$ cat config.mk
export PLATFORM = sky130hd
export DESIGN_NAME = amf0_stream_tokenizer_unit
export DESIGN_NICKNAME = d
export VERILOG_FILES = /design/src/rtl/core/amf0_pkg.sv /design/src/rtl/core/amf0_front.sv /design/src/rtl/core/amf0_back.sv /design/src/rtl/core/amf0_stream_tokenizer_unit.sv
export VERILOG_INCLUDE_DIRS = /design/src /design/src/rtl/core
export SDC_FILE = /design/constraint.sdc
export NUM_CORES = 1
export LEC_CHECK = 0
export BUFFER_PORTS_ARGS = -buffer_cell sky130_fd_sc_hd__buf_4
export CAP_MARGIN = 10
export CORE_MARGIN = 2
export CORE_UTILIZATION = 59
export DETAILED_ROUTE_END_ITERATION = 10
export MAX_ROUTING_LAYER = met4
export PLACE_DENSITY = 0.86
export SLEW_MARGIN = 0
export SYNTH_ARGS = -nofsm -noshare
export SYNTH_HDL_FRONTEND = slang
export SYNTH_SLANG_ARGS = --single-unit
export TNS_END_PERCENT = 50
$ cat constraint.sdc
create_clock -name clk -period 5.5 [get_ports clk]
set_input_delay 1.1 -clock clk [delete_from_list [all_inputs] [get_ports clk]]
set_output_delay 1.1 -clock clk [all_outputs]
set_load 0.1 [all_outputs]
$ cat src/rtl/core/amf0_stream_tokenizer_unit_assert.svh
// Assertion macros shared by the AMF0 tokenizer RTL.
// Included by modules that carry concurrent assertions.
`ifndef AMF0_STREAM_TOKENIZER_UNIT_ASSERT_SVH
`define AMF0_STREAM_TOKENIZER_UNIT_ASSERT_SVH
// Implication checked on every clock edge outside reset.
`define AMF0_ASSERT_IMP(label, clk, rst_n, ante, cons, msg) \
    label: assert property (@(posedge clk) disable iff (!rst_n) (ante) |-> (cons)) \
        else $error(msg);
// Next-cycle implication checked outside reset.
`define AMF0_ASSERT_NXT(label, clk, rst_n, ante, cons, msg) \
    label: assert property (@(posedge clk) disable iff (!rst_n) (ante) |=> (cons)) \
        else $error(msg);
`endif

$ cat src/rtl/core/amf0_pkg.sv
// Package for the AMF0 stream tokenizer: payload types, codes, constants.
// No dependencies.
package amf0_pkg;

    localparam int DEPTH_W = 5;
    localparam int MAX_DEPTH_DEFAULT = 16;
    localparam int QUEUE_DEPTH = 2;

    typedef enum logic [3:0] {
        KIND_IGNORED  = 4'd0,
        KIND_MARKER   = 4'd1,
        KIND_NUMBER   = 4'd2,
        KIND_BOOLEAN  = 4'd3,
        KIND_STR_LEN  = 4'd4,
        KIND_STR_DATA = 4'd5,
        KIND_KEY_LEN  = 4'd6,
        KIND_KEY_DATA = 4'd7,
        KIND_OBJ_END  = 4'd8,
        KIND_ERROR    = 4'd9
    } kind_t;

    typedef enum logic [1:0] {
        ERR_NONE      = 2'd0,
        ERR_MARKER    = 2'd1,
        ERR_TRUNCATED = 2'd2,
        ERR_TOO_DEEP  = 2'd3
    } err_t;

    typedef enum logic [3:0] {
        PH_MARKER  = 4'd0,
        PH_NUM     = 4'd1,
        PH_BOOL    = 4'd2,
        PH_SLEN_HI = 4'd3,
        PH_SLEN_LO = 4'd4,
        PH_SDATA   = 4'd5,
        PH_KLEN_HI = 4'd6,
        PH_KLEN_LO = 4'd7,
        PH_KDATA   = 4'd8,
        PH_IDLE    = 4'd9
    } phase_t;

    typedef enum logic [2:0] {
        MC_NUMBER  = 3'd0,
        MC_BOOLEAN = 3'd1,
        MC_STRING  = 3'd2,
        MC_OBJECT  = 3'd3,
        MC_NULL    = 3'd4,
        MC_END     = 3'd5,
        MC_UNKNOWN = 3'd6
    } mclass_t;

    localparam logic [7:0] MARK_NUMBER  = 8'h00;
    localparam logic [7:0] MARK_BOOLEAN = 8'h01;
    localparam logic [7:0] MARK_STRING  = 8'h02;
    localparam logic [7:0] MARK_OBJECT  = 8'h03;
    localparam logic [7:0] MARK_NULL    = 8'h05;
    localparam logic [7:0] MARK_OBJ_END = 8'h09;

    typedef struct packed {
        logic [7:0] data_byte;
        logic       first_byte;
        logic       last_byte;
    } in_item_t;

    typedef struct packed {
        logic [3:0]  byte_kind;
        logic [7:0]  byte_value;
        logic [4:0]  nest_depth;
        logic [63:0] number_bits;
        logic        number_done;
        logic        bool_value;
        logic [15:0] field_length;
        logic        value_done;
        logic [1:0]  error_code;
        logic        message_done;
    } out_item_t;

    // Classified byte passed from front to back.
    typedef struct packed {
        logic [7:0] data_byte;
        logic       first_byte;
        logic       last_byte;
        mclass_t    mclass;
        logic       is_zero;
    } tok_t;

    function automatic mclass_t classify(input logic [7:0] b);
        mclass_t c;
        case (b)
            MARK_NUMBER:  c = MC_NUMBER;
            MARK_BOOLEAN: c = MC_BOOLEAN;
            MARK_STRING:  c = MC_STRING;
            MARK_OBJECT:  c = MC_OBJECT;
            MARK_NULL:    c = MC_NULL;
            MARK_OBJ_END: c = MC_END;
            default:      c = MC_UNKNOWN;
        endcase
        return c;
    endfunction

endpackage

$ cat src/rtl/core/amf0_front.sv
// Front stage: accepts input bytes, classifies the marker code, and
// pushes tokens into a short queue. Depends on amf0_pkg.
module amf0_front (
    input  logic              clk,
    input  logic              rst_n,
    input  logic              in_valid,
    output logic              in_stall,
    input  amf0_pkg::in_item_t in_data,
    output logic              tok_valid,
    input  logic              tok_pop,
    output amf0_pkg::tok_t    tok_data
);
    import amf0_pkg::*;

    localparam int PTR_W = $clog2(QUEUE_DEPTH);

    tok_t             q_reg [QUEUE_DEPTH];
    logic [PTR_W-1:0] wr_reg, wr_next, rd_reg, rd_next;
    logic [PTR_W:0]   cnt_reg, cnt_next;
    logic             push;
    tok_t             tok_new;

    assign in_stall  = (cnt_reg == (PTR_W+1)'(QUEUE_DEPTH));
    assign push      = in_valid && !in_stall;
    assign tok_valid = (cnt_reg != '0);
    assign tok_data  = q_reg[rd_reg];

    always_comb
    begin
        tok_new.data_byte  = in_data.data_byte;
        tok_new.first_byte = in_data.first_byte;
        tok_new.last_byte  = in_data.last_byte;
        tok_new.mclass     = classify(in_data.data_byte);
        tok_new.is_zero    = (in_data.data_byte == 8'd0);
        wr_next  = push ? wr_reg + 1'b1 : wr_reg;
        rd_next  = tok_pop ? rd_reg + 1'b1 : rd_reg;
        cnt_next = cnt_reg + (PTR_W+1)'(push) - (PTR_W+1)'(tok_pop);
    end

    always_ff @(posedge clk or negedge rst_n)
    begin
        if (!rst_n)
        begin
            wr_reg  <= '0;
            rd_reg  <= '0;
            cnt_reg <= '0;
        end
        else
        begin
            wr_reg  <= wr_next;
            rd_reg  <= rd_next;
            cnt_reg <= cnt_next;
        end
    end

    always_ff @(posedge clk)
    begin
        if (push)
        begin
            q_reg[wr_reg] <= tok_new;
        end
    end

endmodule

$ cat src/rtl/core/amf0_back.sv
// Back stage: runs the parse state machine on queued tokens and holds
// the registered result. Depends on amf0_pkg and the assertion header.
`include "amf0_stream_tokenizer_unit_assert.svh"
module amf0_back #(
    parameter int MAX_DEPTH = amf0_pkg::MAX_DEPTH_DEFAULT
) (
    input  logic                clk,
    input  logic                rst_n,
    input  logic                tok_valid,
    output logic                tok_pop,
    input  amf0_pkg::tok_t      tok_data,
    output logic                out_valid,
    input  logic                out_stall,
    output amf0_pkg::out_item_t out_data
);
    import amf0_pkg::*;

    phase_t      phase_reg, phase_next;
    logic [4:0]  depth_reg, depth_next;
    logic [15:0] left_reg, left_next;
    logic [7:0]  lhi_reg, lhi_next;
    logic [63:0] shift_reg, shift_next;
    logic        ek_reg, ek_next;
    err_t        err_reg, err_next;
    logic        valid_reg;
    out_item_t   out_reg, res;
    logic        vf;
    logic [15:0] fl;
    logic [15:0] left_dec;

    assign tok_pop   = tok_valid && (!valid_reg || !out_stall);
    assign out_valid = valid_reg;
    assign out_data  = out_reg;

    always_comb
    begin
        phase_t p;
        logic [4:0] d;
        logic [15:0] l;
        logic [7:0] h;
        logic [63:0] s;
        logic e;
        err_t er;
        kind_t k;
        logic nd, bv, vd;
        logic [63:0] nb;
        p  = phase_reg; d = depth_reg; l = left_reg; h = lhi_reg;
        s  = shift_reg; e = ek_reg; er = err_reg;
        if (tok_data.first_byte)
        begin
            p = PH_MARKER; d = '0; l = '0; h = '0; s = '0; e = 1'b0; er = ERR_NONE;
        end
        k = KIND_IGNORED; nd = 1'b0; bv = 1'b0; vd = 1'b0; nb = '0; fl = '0; vf = 1'b0;
        left_dec = (l != 16'd0) ? l - 16'd1 : l;
        res = '0;
        res.byte_value = tok_data.data_byte;
        if (p == PH_IDLE)
        begin
            phase_next = p; depth_next = d; left_next = l; lhi_next = h;
            shift_next = s; ek_next = e; err_next = er;
        end
        else
        begin
            if (er == ERR_NONE)
            begin
                case (p)
                    PH_MARKER:
                    begin
                        if (e && tok_data.mclass == MC_END)
                        begin
                            k = KIND_OBJ_END; e = 1'b0;
                            if (d != '0) d = d - 5'd1;
                            vf = 1'b1;
                        end
                        else
                        begin
                            e = 1'b0; k = KIND_MARKER;
                            case (tok_data.mclass)
                                MC_NUMBER:  begin l = 16'd8; s = '0; p = PH_NUM; end
                                MC_BOOLEAN: p = PH_BOOL;
                                MC_STRING:  p = PH_SLEN_HI;
                                MC_OBJECT:
                                begin
                                    if (d >= 5'(MAX_DEPTH)) er = ERR_TOO_DEEP;
                                    else begin d = d + 5'd1; p = PH_KLEN_HI; end
                                end
                                MC_NULL:    vf = 1'b1;
                                default:    er = ERR_MARKER;
                            endcase
                        end
                    end
                    PH_NUM:
                    begin
                        k = KIND_NUMBER;
                        s = {s[55:0], tok_data.data_byte};
                        l = left_dec;
                        if (l == 16'd0) begin nd = 1'b1; nb = s; vf = 1'b1; end
                    end
                    PH_BOOL:
                    begin
                        k = KIND_BOOLEAN; bv = !tok_data.is_zero; vf = 1'b1;
                    end
                    PH_SLEN_HI: begin k = KIND_STR_LEN; h = tok_data.data_byte; p = PH_SLEN_LO; end
                    PH_SLEN_LO:
                    begin
                        k = KIND_STR_LEN; fl = {h, tok_data.data_byte};
                        if (fl == 16'd0) vf = 1'b1;
                        else begin l = fl; p = PH_SDATA; end
                    end
                    PH_SDATA:
                    begin
                        k = KIND_STR_DATA; l = left_dec;
                        if (l == 16'd0) vf = 1'b1;
                    end
                    PH_KLEN_HI: begin k = KIND_KEY_LEN; h = tok_data.data_byte; p = PH_KLEN_LO; end
                    PH_KLEN_LO:
                    begin
                        k = KIND_KEY_LEN; fl = {h, tok_data.data_byte};
                        if (fl == 16'd0) begin e = 1'b1; p = PH_MARKER; end
                        else begin l = fl; p = PH_KDATA; end
                    end
                    PH_KDATA:
                    begin
                        k = KIND_KEY_DATA; l = left_dec;
                        if (l == 16'd0) p = PH_MARKER;
                    end
                    default: p = PH_MARKER;
                endcase
                // Close the value: top level returns to marker, inside an object to a key.
                if (vf)
                begin
                    if (d == '0) begin p = PH_MARKER; vd = 1'b1; end
                    else p = PH_KLEN_HI;
                end
            end
            if (tok_data.last_byte && er == ERR_NONE && !(p == PH_MARKER && d == '0))
                er = ERR_TRUNCATED;
            if (er != ERR_NONE)
            begin
                k = KIND_ERROR; nb = '0; nd = 1'b0; bv = 1'b0; fl = '0; vd = 1'b0;
            end
            res.byte_kind    = k;
            res.nest_depth   = d;
            res.number_bits  = nb;
            res.number_done  = nd;
            res.bool_value   = bv;
            res.field_length = fl;
            res.value_done   = vd;
            res.error_code   = er;
            res.message_done = tok_data.last_byte;
            if (tok_data.last_byte)
            begin
                p = PH_IDLE; d = '0; l = '0; h = '0; s = '0; e = 1'b0; er = ERR_NONE;
            end
            phase_next = p; depth_next = d; left_next = l; lhi_next = h;
            shift_next = s; ek_next = e; err_next = er;
        end
    end

    always_ff @(posedge clk or negedge rst_n)
    begin
        if (!rst_n)
        begin
            phase_reg <= PH_MARKER;
            depth_reg <= '0;
            left_reg  <= '0;
            lhi_reg   <= '0;
            shift_reg <= '0;
            ek_reg    <= 1'b0;
            err_reg   <= ERR_NONE;
            valid_reg <= 1'b0;
        end
        else
        begin
            if (tok_pop)
            begin
                phase_reg <= phase_next;
                depth_reg <= depth_next;
                left_reg  <= left_next;
                lhi_reg   <= lhi_next;
                shift_reg <= shift_next;
                ek_reg    <= ek_next;
                err_reg   <= err_next;
                valid_reg <= 1'b1;
            end
            else if (!out_stall)
            begin
                valid_reg <= 1'b0;
            end
        end
    end

    always_ff @(posedge clk)
    begin
        if (tok_pop)
        begin
            out_reg <= res;
        end
    end

    `AMF0_ASSERT_IMP(a_depth_bound, clk, rst_n, 1'b1, depth_reg <= 5'(MAX_DEPTH),
        "nesting depth above bound")
    `AMF0_ASSERT_IMP(a_err_kind, clk, rst_n, valid_reg,
        (out_reg.byte_kind == KIND_ERROR) == (out_reg.error_code != ERR_NONE),
        "error kind and code disagree")
    `AMF0_ASSERT_NXT(a_last_idle, clk, rst_n, tok_pop && tok_data.last_byte,
        phase_reg == PH_IDLE && depth_reg == '0, "parser not idle after last byte")

endmodule

$ cat src/rtl/core/amf0_stream_tokenizer_unit.sv
// A result passes through the queue entry and then the parse register.
// Throughput: one byte per cycle while out_stall is low.
// A two-entry queue parts the front classifier from the back parser.
// Reset (rst_n low, asynchronous) empties the queue and output register and
// puts the parser in the expect-marker phase at depth zero.
module amf0_stream_tokenizer_unit #(
    parameter int MAX_DEPTH = amf0_pkg::MAX_DEPTH_DEFAULT
) (
    input  logic                clk,
    input  logic                rst_n,
    input  logic                in_valid,
    output logic                in_stall,
    input  amf0_pkg::in_item_t  in_data,
    output logic                out_valid,
    input  logic                out_stall,
    output amf0_pkg::out_item_t out_data
);
    import amf0_pkg::*;

    logic tok_valid, tok_pop;
    tok_t tok_data;

    amf0_front u_front (
        .clk(clk), .rst_n(rst_n),
        .in_valid(in_valid), .in_stall(in_stall), .in_data(in_data),
        .tok_valid(tok_valid), .tok_pop(tok_pop), .tok_data(tok_data)
    );

    amf0_back #(.MAX_DEPTH(MAX_DEPTH)) u_back (
        .clk(clk), .rst_n(rst_n),
        .tok_valid(tok_valid), .tok_pop(tok_pop), .tok_data(tok_data),
        .out_valid(out_valid), .out_stall(out_stall), .out_data(out_data)
    );

endmodule

---- Yosys cells after proc, flatten, opt, wreduce, memory -nomap -nowiden ----
Memories as Yosys holds them, arrays and structs flattened.
Cells that the tools add are included.
cells by class
  order comparisons ....................... 1
  $add $sub $neg .......................... 7
  bitwise gates (word level) .............. 6
  muxes and demuxes ....................... 81
  reduce and logical (&&, ||, !) cells .... 40
  equal/unequal tests ..................... 21
operators with widths
  operator               count
  $mux 64                6
  $mux 16                8
  $pmux 64 s2            1
  $mux 5                 12
  $mux 4                 14
  $pmux 4 s7             2
  $pmux 16 s3            1
  $mux 8                 5
  $logic_not 16->1       2
  $mux 2                 10
  $reduce_or 4->1        5
  $pmux 3 s6             1
  $eq 4x3->1 const B     4
  $eq 8x2->1 const B     2
  $mux 1                 16
  $pmux 4 s4             1
  $reduce_bool 16->1     1
  $sub 16x1->16 const B  1
  $logic_not 5->1        2
  $reduce_or 2->1        5
  $reduce_or 3->1        3
  $eq 4x2->1 const B     2
  $eq 4x4->1 const B     2
  $eq 8x1->1 const B     1
  29 further kinds       49
word-level totals
  register bits ........................... 208
  memories ................................ 1
  word-level logic and storage cells ...... 179
  output and inout port bits .............. 105
  memory bits (writable) .................. 28
  input port bits ......................... 14
memory list
  name           depth  width  rd ports  clocked after memory_dff  wr ports  RTL line          text
  u_front.q_reg  2      14     1         0                         1         amf0_front.sv:17  tok_t q_reg [QUEUE_DEPTH];

---- Longest topological paths before layout ----
An unclocked memory read counts as a cell.
  word-level depth ........................ 22
  mapped depth ............................ 20
  mapped depth without buffers ............ 13

---- Cells and area by module ----
From an unflattened synthesis, not the netlist that was laid out.
unflattened totals
  cell total of the unflattened synthesis .. 985
  area total of the unflattened synthesis .. 11034.3 um^2
modules (own cells, without submodules)
  module      instances  seq. area each (um^2)  cells an instance  area each (um^2)
  amf0_back   1          5420.2                 915                9769.4
  amf0_front  1          940.9                  70                 1265.0

---- Least setup slack after synthesis ----
No wires, ideal clock.
  kind .................................... input -> register
  start point ............................. input port out_stall
  end point ............................... register u_front.cnt_reg[1]
  required time ........................... 5420 ps
  path buffers ............................ 1
  library setup time ...................... 80 ps
  slack ................................... 2 ps
  stages .................................. 7
  arrival ................................. 5418 ps
  cells stage by stage .................... a21oi_1 -> clkbuf_1 -> ha_1 -> inv_1 -> ha_1 -> xnor2_1 -> xnor2_1
on the way
  word-level cells in the longest chain between the ends .. 4
RTL lines
  what                     RTL line                          text
  start: declaration       amf0_stream_tokenizer_unit.sv:15  input logic out_stall,
  $logic_not 1->1          amf0_back.sv:31                   assign tok_pop = tok_valid && (!valid_reg || !out_stall);
  $logic_or 1x1->1         amf0_back.sv:31
  $logic_and 1x1->1        amf0_back.sv:31
  via tok_pop              amf0_stream_tokenizer_unit.sv:20  logic tok_valid, tok_pop;
  $sub 2x1->2              amf0_front.sv:37                  cnt_next = cnt_reg + (PTR_W+1)'(push) - (PTR_W+1)'(tok_pop);
  via u_front.cnt_next[1]  amf0_front.sv:19                  logic [PTR_W:0] cnt_reg, cnt_next;
  end signal: assignment   amf0_front.sv:52                  cnt_reg <= cnt_next;
  end: declaration         amf0_front.sv:19
The timed path passes the listed nets, and every way through them passes these cells.
A chain may end at the register's enable or synchronous reset.

---- Worst setup path after layout ----
  start point ............................. register u_front.rd_reg
  end point ............................... register u_back.out_reg (netlist bit u_back.out_data[13]) (data pin)
on the way
  word-level cells in the longest chain between the ends .. 22
  elaborated cells on any way between the ends .. 85
  classes of those cells .................. 3 x add/sub; 1 x order compare; 14 x eq/ne; 42 x mux; 2 x bitwise; 22 x reduce/logical; 1 x memory
RTL lines
  what                                                    RTL line          text
  start: declaration                                      amf0_front.sv:18  logic [PTR_W-1:0] wr_reg, wr_next, rd_reg, rd_next;
  start signal: assignment                                amf0_front.sv:51  rd_reg <= rd_next;
  $mem_v2 2x14 (*)                                        --
  branches (longest 21 deep; another with $sub 16x1->16)  --
  end signal: assignment                                  amf0_back.sv:197  out_reg <= res;
  end: declaration                                        amf0_back.sv:26   out_item_t out_reg, res;
Mark *: on every way between the ends. The select of a mux whose other input is x is not followed.

==> results.tsv <==
stage	metric	value	unit
status	status	finished clean	
logic_synthesis	Mapped Area	11370	µm²
detailed_routing	DRC errors left	0	
clocking	cts bufs inserted	24	
floorplanning	Core Area	18830	µm²
worst_setup_path	CP arrival	5.29	ns
logic_synthesis	ys flop type	edfxtp_1	
detailed_routing	vias	9354	
logic_synthesis	Post-synth EDFFs	131	
cells_and_area	layout cells sized above 1	23.24	%
grt	Global Route met3 Usage	6.372	%
clocking	TritonCTS clock tree	yes	
sta	Least-Margin Pin Slew	1.202	ns
clocking	post_cts resized	0	
sta	Rel. slew slack	19.56	%
min_path	worst min path class	flip-flop to flip-flop	
worst_setup_path	CP cell instances	mux2i_4 > nand2_1 > ha_1 > or3b_2 > nor4_4 > a21oi_1 > o221ai_1 > o2111a_1 > nand4b_1 > a2111oi_1 > o2bb2ai_4 > buf_12 > nor3_1	
worst_setup_path	Crit. End Element	flip-flop	
grt	vias in the first global route	8786	
sta	RSZ-0062 raised after global routing	false	
detailed_routing	antenna viol nets, final	0	
cells_and_area	max FFs per register	103	
grt	all-layer global routing usage	32.33	%
sta	Final Cycle Share	90.27	%
sta	final hold viol count	0	
logic_synthesis	syn_nets	1048	
detailed_routing	total length of routed wires	32100	µm
logic_synthesis	Syn. warnings	0	
grt	global route hottest layer	met2	
worst_setup_path	crit start category	flip-flop	
cells_and_area	# fillers	1296	
sta	f_max	201.4	MHz
worst_setup_path	Setup CP Type	flip-flop to flip-flop	
cells_and_area	sequential cell area	6361	µm²
worst_setup_path	slowest stage delay, CP	0.71	ns
clocking	Post-CTS Setup Bufs	0	
sta	clock skew	0.01603	ns
sta	setup TNS	0	ns
cells_and_area	Multi-input gate area	4622	µm²
sta	final worst path period need	4.965	ns
detailed_routing	vias per cell	6.783	
placement	Post-DP HPWL	20440	µm
floorplanning	die area	20390	µm²
floorplanning	Initial Utilization	60.36	%
clocking	CTS H-tree depth	1	
clocking	hold_buf cts	0	
clocking	CTS Sinks	228	
grt	antenna violations before repair	0	
worst_setup_path	Crit path buffers/inverters	1	
cells_and_area	area grow syn2layout	16.72	%
job	max cap viols	0	
grt	first-pass GRT wire length	49780	µm
floorplanning	Die Ht	142.8	µm
worst_setup_path	CP Max Fanout	70	
clocking	clock tree buffer depth	3	
detailed_routing	drt pass-1 iters	5	
floorplanning	chip width	142.8	µm
worst_setup_path	Critical Path RT	5.82	ns
cells_and_area	ANT cells	0	
logic_synthesis	count of distinct cell types in the synthesized netlist	76	
grt	met1 Use GR	46.05	%
placement	Routability Congestion	0.9582	
sta	Slew Limit Fails	0	
floorplanning	Site Rows	50	
clocking	Root Buffer	clkbuf_16	
clocking	clk_lat worst skew	0.52	ns
logic_synthesis	Synth Area per Inst	11.05	µm²
placement	Buffers on Ports	118	
floorplanning	I/O pin count	119	
cells_and_area	Layout Nets	1120	
logic_synthesis	sequential fraction of the synthesis area	55.97	%
logic_synthesis	asr flop ratio synth	42.54	%
grt	grt ovf	0	
worst_setup_path	Largest delay share family, worst path	compound AO/OA/AOI/OAI gates	
sta	final setup fails	0	
clocking	clk slew on worst S/H paths	0.07	ns
detailed_routing	DR iter-0 viols	1192	
grt	met2 usage	46.05	%
logic_synthesis	Synth Instances	1029	
detailed_routing	wire per inst	23.28	µm
logic_synthesis	Yosys reg bits	228	
grt	largest net degree at the start of global routing	93	
worst_setup_path	Slowest-stage cell, CP	a2111oi_1	
==> layer usage <==
metal  up-vias  share of wire, %  wire length, µm
li1       4124                 -                -
met1      4580                40            12990
met2       549                46            14660
met3       101               9.8             3151
met4         0               4.1             1301
met5         -                 0                0
==> final timing paths <==
| path | start | endpoint | slack (ns) | cells past startpoint |
|---|---|---|---|---|
| hold reg to reg | u_back.shift_reg[51]$_DFFE_PN0P_ | u_back.shift_reg[51]$_DFFE_PN0P_ | 0.50 | 1 |
| min in group asynchronous | rst_n | u_back.depth_reg[0]$_DFFE_PN0P_ | 0.68 | 1 |
| setup reg to reg | u_front.rd_reg$_DFFE_PN0P_ | u_back.out_data[13]$_SDFFCE_PP0P_ | 0.54 | 13 |
| setup / recovery | u_front.rd_reg$_DFFE_PN0P_ | u_back.out_data[13]$_SDFFCE_PP0P_ | 0.54 | 13 |
| max in group asynchronous | rst_n | u_back.shift_reg[51]$_DFFE_PN0P_ | 3.73 | 2 |
| hold / removal | u_back.shift_reg[51]$_DFFE_PN0P_ | u_back.shift_reg[51]$_DFFE_PN0P_ | 0.50 | 1 |
==> through the flow <==
stage	setup slack (ns)	hold WS, ns	instances	instance area [µm²]	util, %
3_5_place_dp	0.6858	0.4838	1335	12440	66.06
2_1_floorplan	0.002437	0.4479	1029	11370	-
4_1_cts	0.6156	0.5035	1379	13270	70.45
5_1_grt	0.2414	0.5141	1379	13270	70.45
3_3_place_gp	0.7713	0.4746	1335	12440	66.06
6_report	0.5351	0.5049	1379	13270	70.45
==> area by class of cell <==
cell class	instances	area share [%]
sequential	228	47.95
multi-input combinational	692	34.84
timing repair buffer	143	8.186
clock buffer	36	5.649
tap	260	2.452
clock inverter	8	0.5847
inverter	12	0.3395
==> cell usage in the layout (no fill, tap or decap), types with 34 or more instances in the layout <==
cell type and n:
a21oi_1 34, a22o_1 72, buf_4 142, dfrtp_1 97, edfxtp_1 131, nand2_1 86
nand4_1 68, nor2_1 51, nor3_1 66, nor3_2 40, o21ai_0 45
==> cell families after synthesis <==
family                     synth area share (%)
and+or+nand+nor                           20.53
DFF                                       55.97
AOI/OAI and AO/OA                         16.11
muxes                                     1.893
buffers and inverters                     4.018
xor gates and xnor gates                 0.8477
adders and majority gates                0.6385
==> worst reg2reg max path, delay by kind of cell (launching register included) <==
kind	cells	cell delay, ns
AOI/OAI and AO/OA	5	1.80
DFF	1	0.41
buffers and inverters	1	0.33
and+or+nand+nor	5	1.54
muxes	1	0.26
adders and majority gates	1	0.44
==> synthesized netlist by cell type, types with 9 or more instances <==
master	count	area [µm²]
a21oi_1	35	175.2
a22o_1	72	630.6
buf_1	11	41.29
clkbuf_1	73	274.0
dfrtp_1	97	2427
edfxtp_1	131	3934
inv_1	12	45.04
mux2_2	12	135.1
nand2_1	86	322.8
nand2b_1	9	56.30
nand3_1	25	125.1
nand4_1	68	425.4
nor2_1	51	191.4
nor3_1	66	330.3
nor3_2	40	400.4
o211ai_1	9	67.56
o21ai_0	46	230.2
or4_1	10	75.07
Power is not shown: default switching activity piles up to over one toggle a cycle in this logic, so the estimate is an artifact.
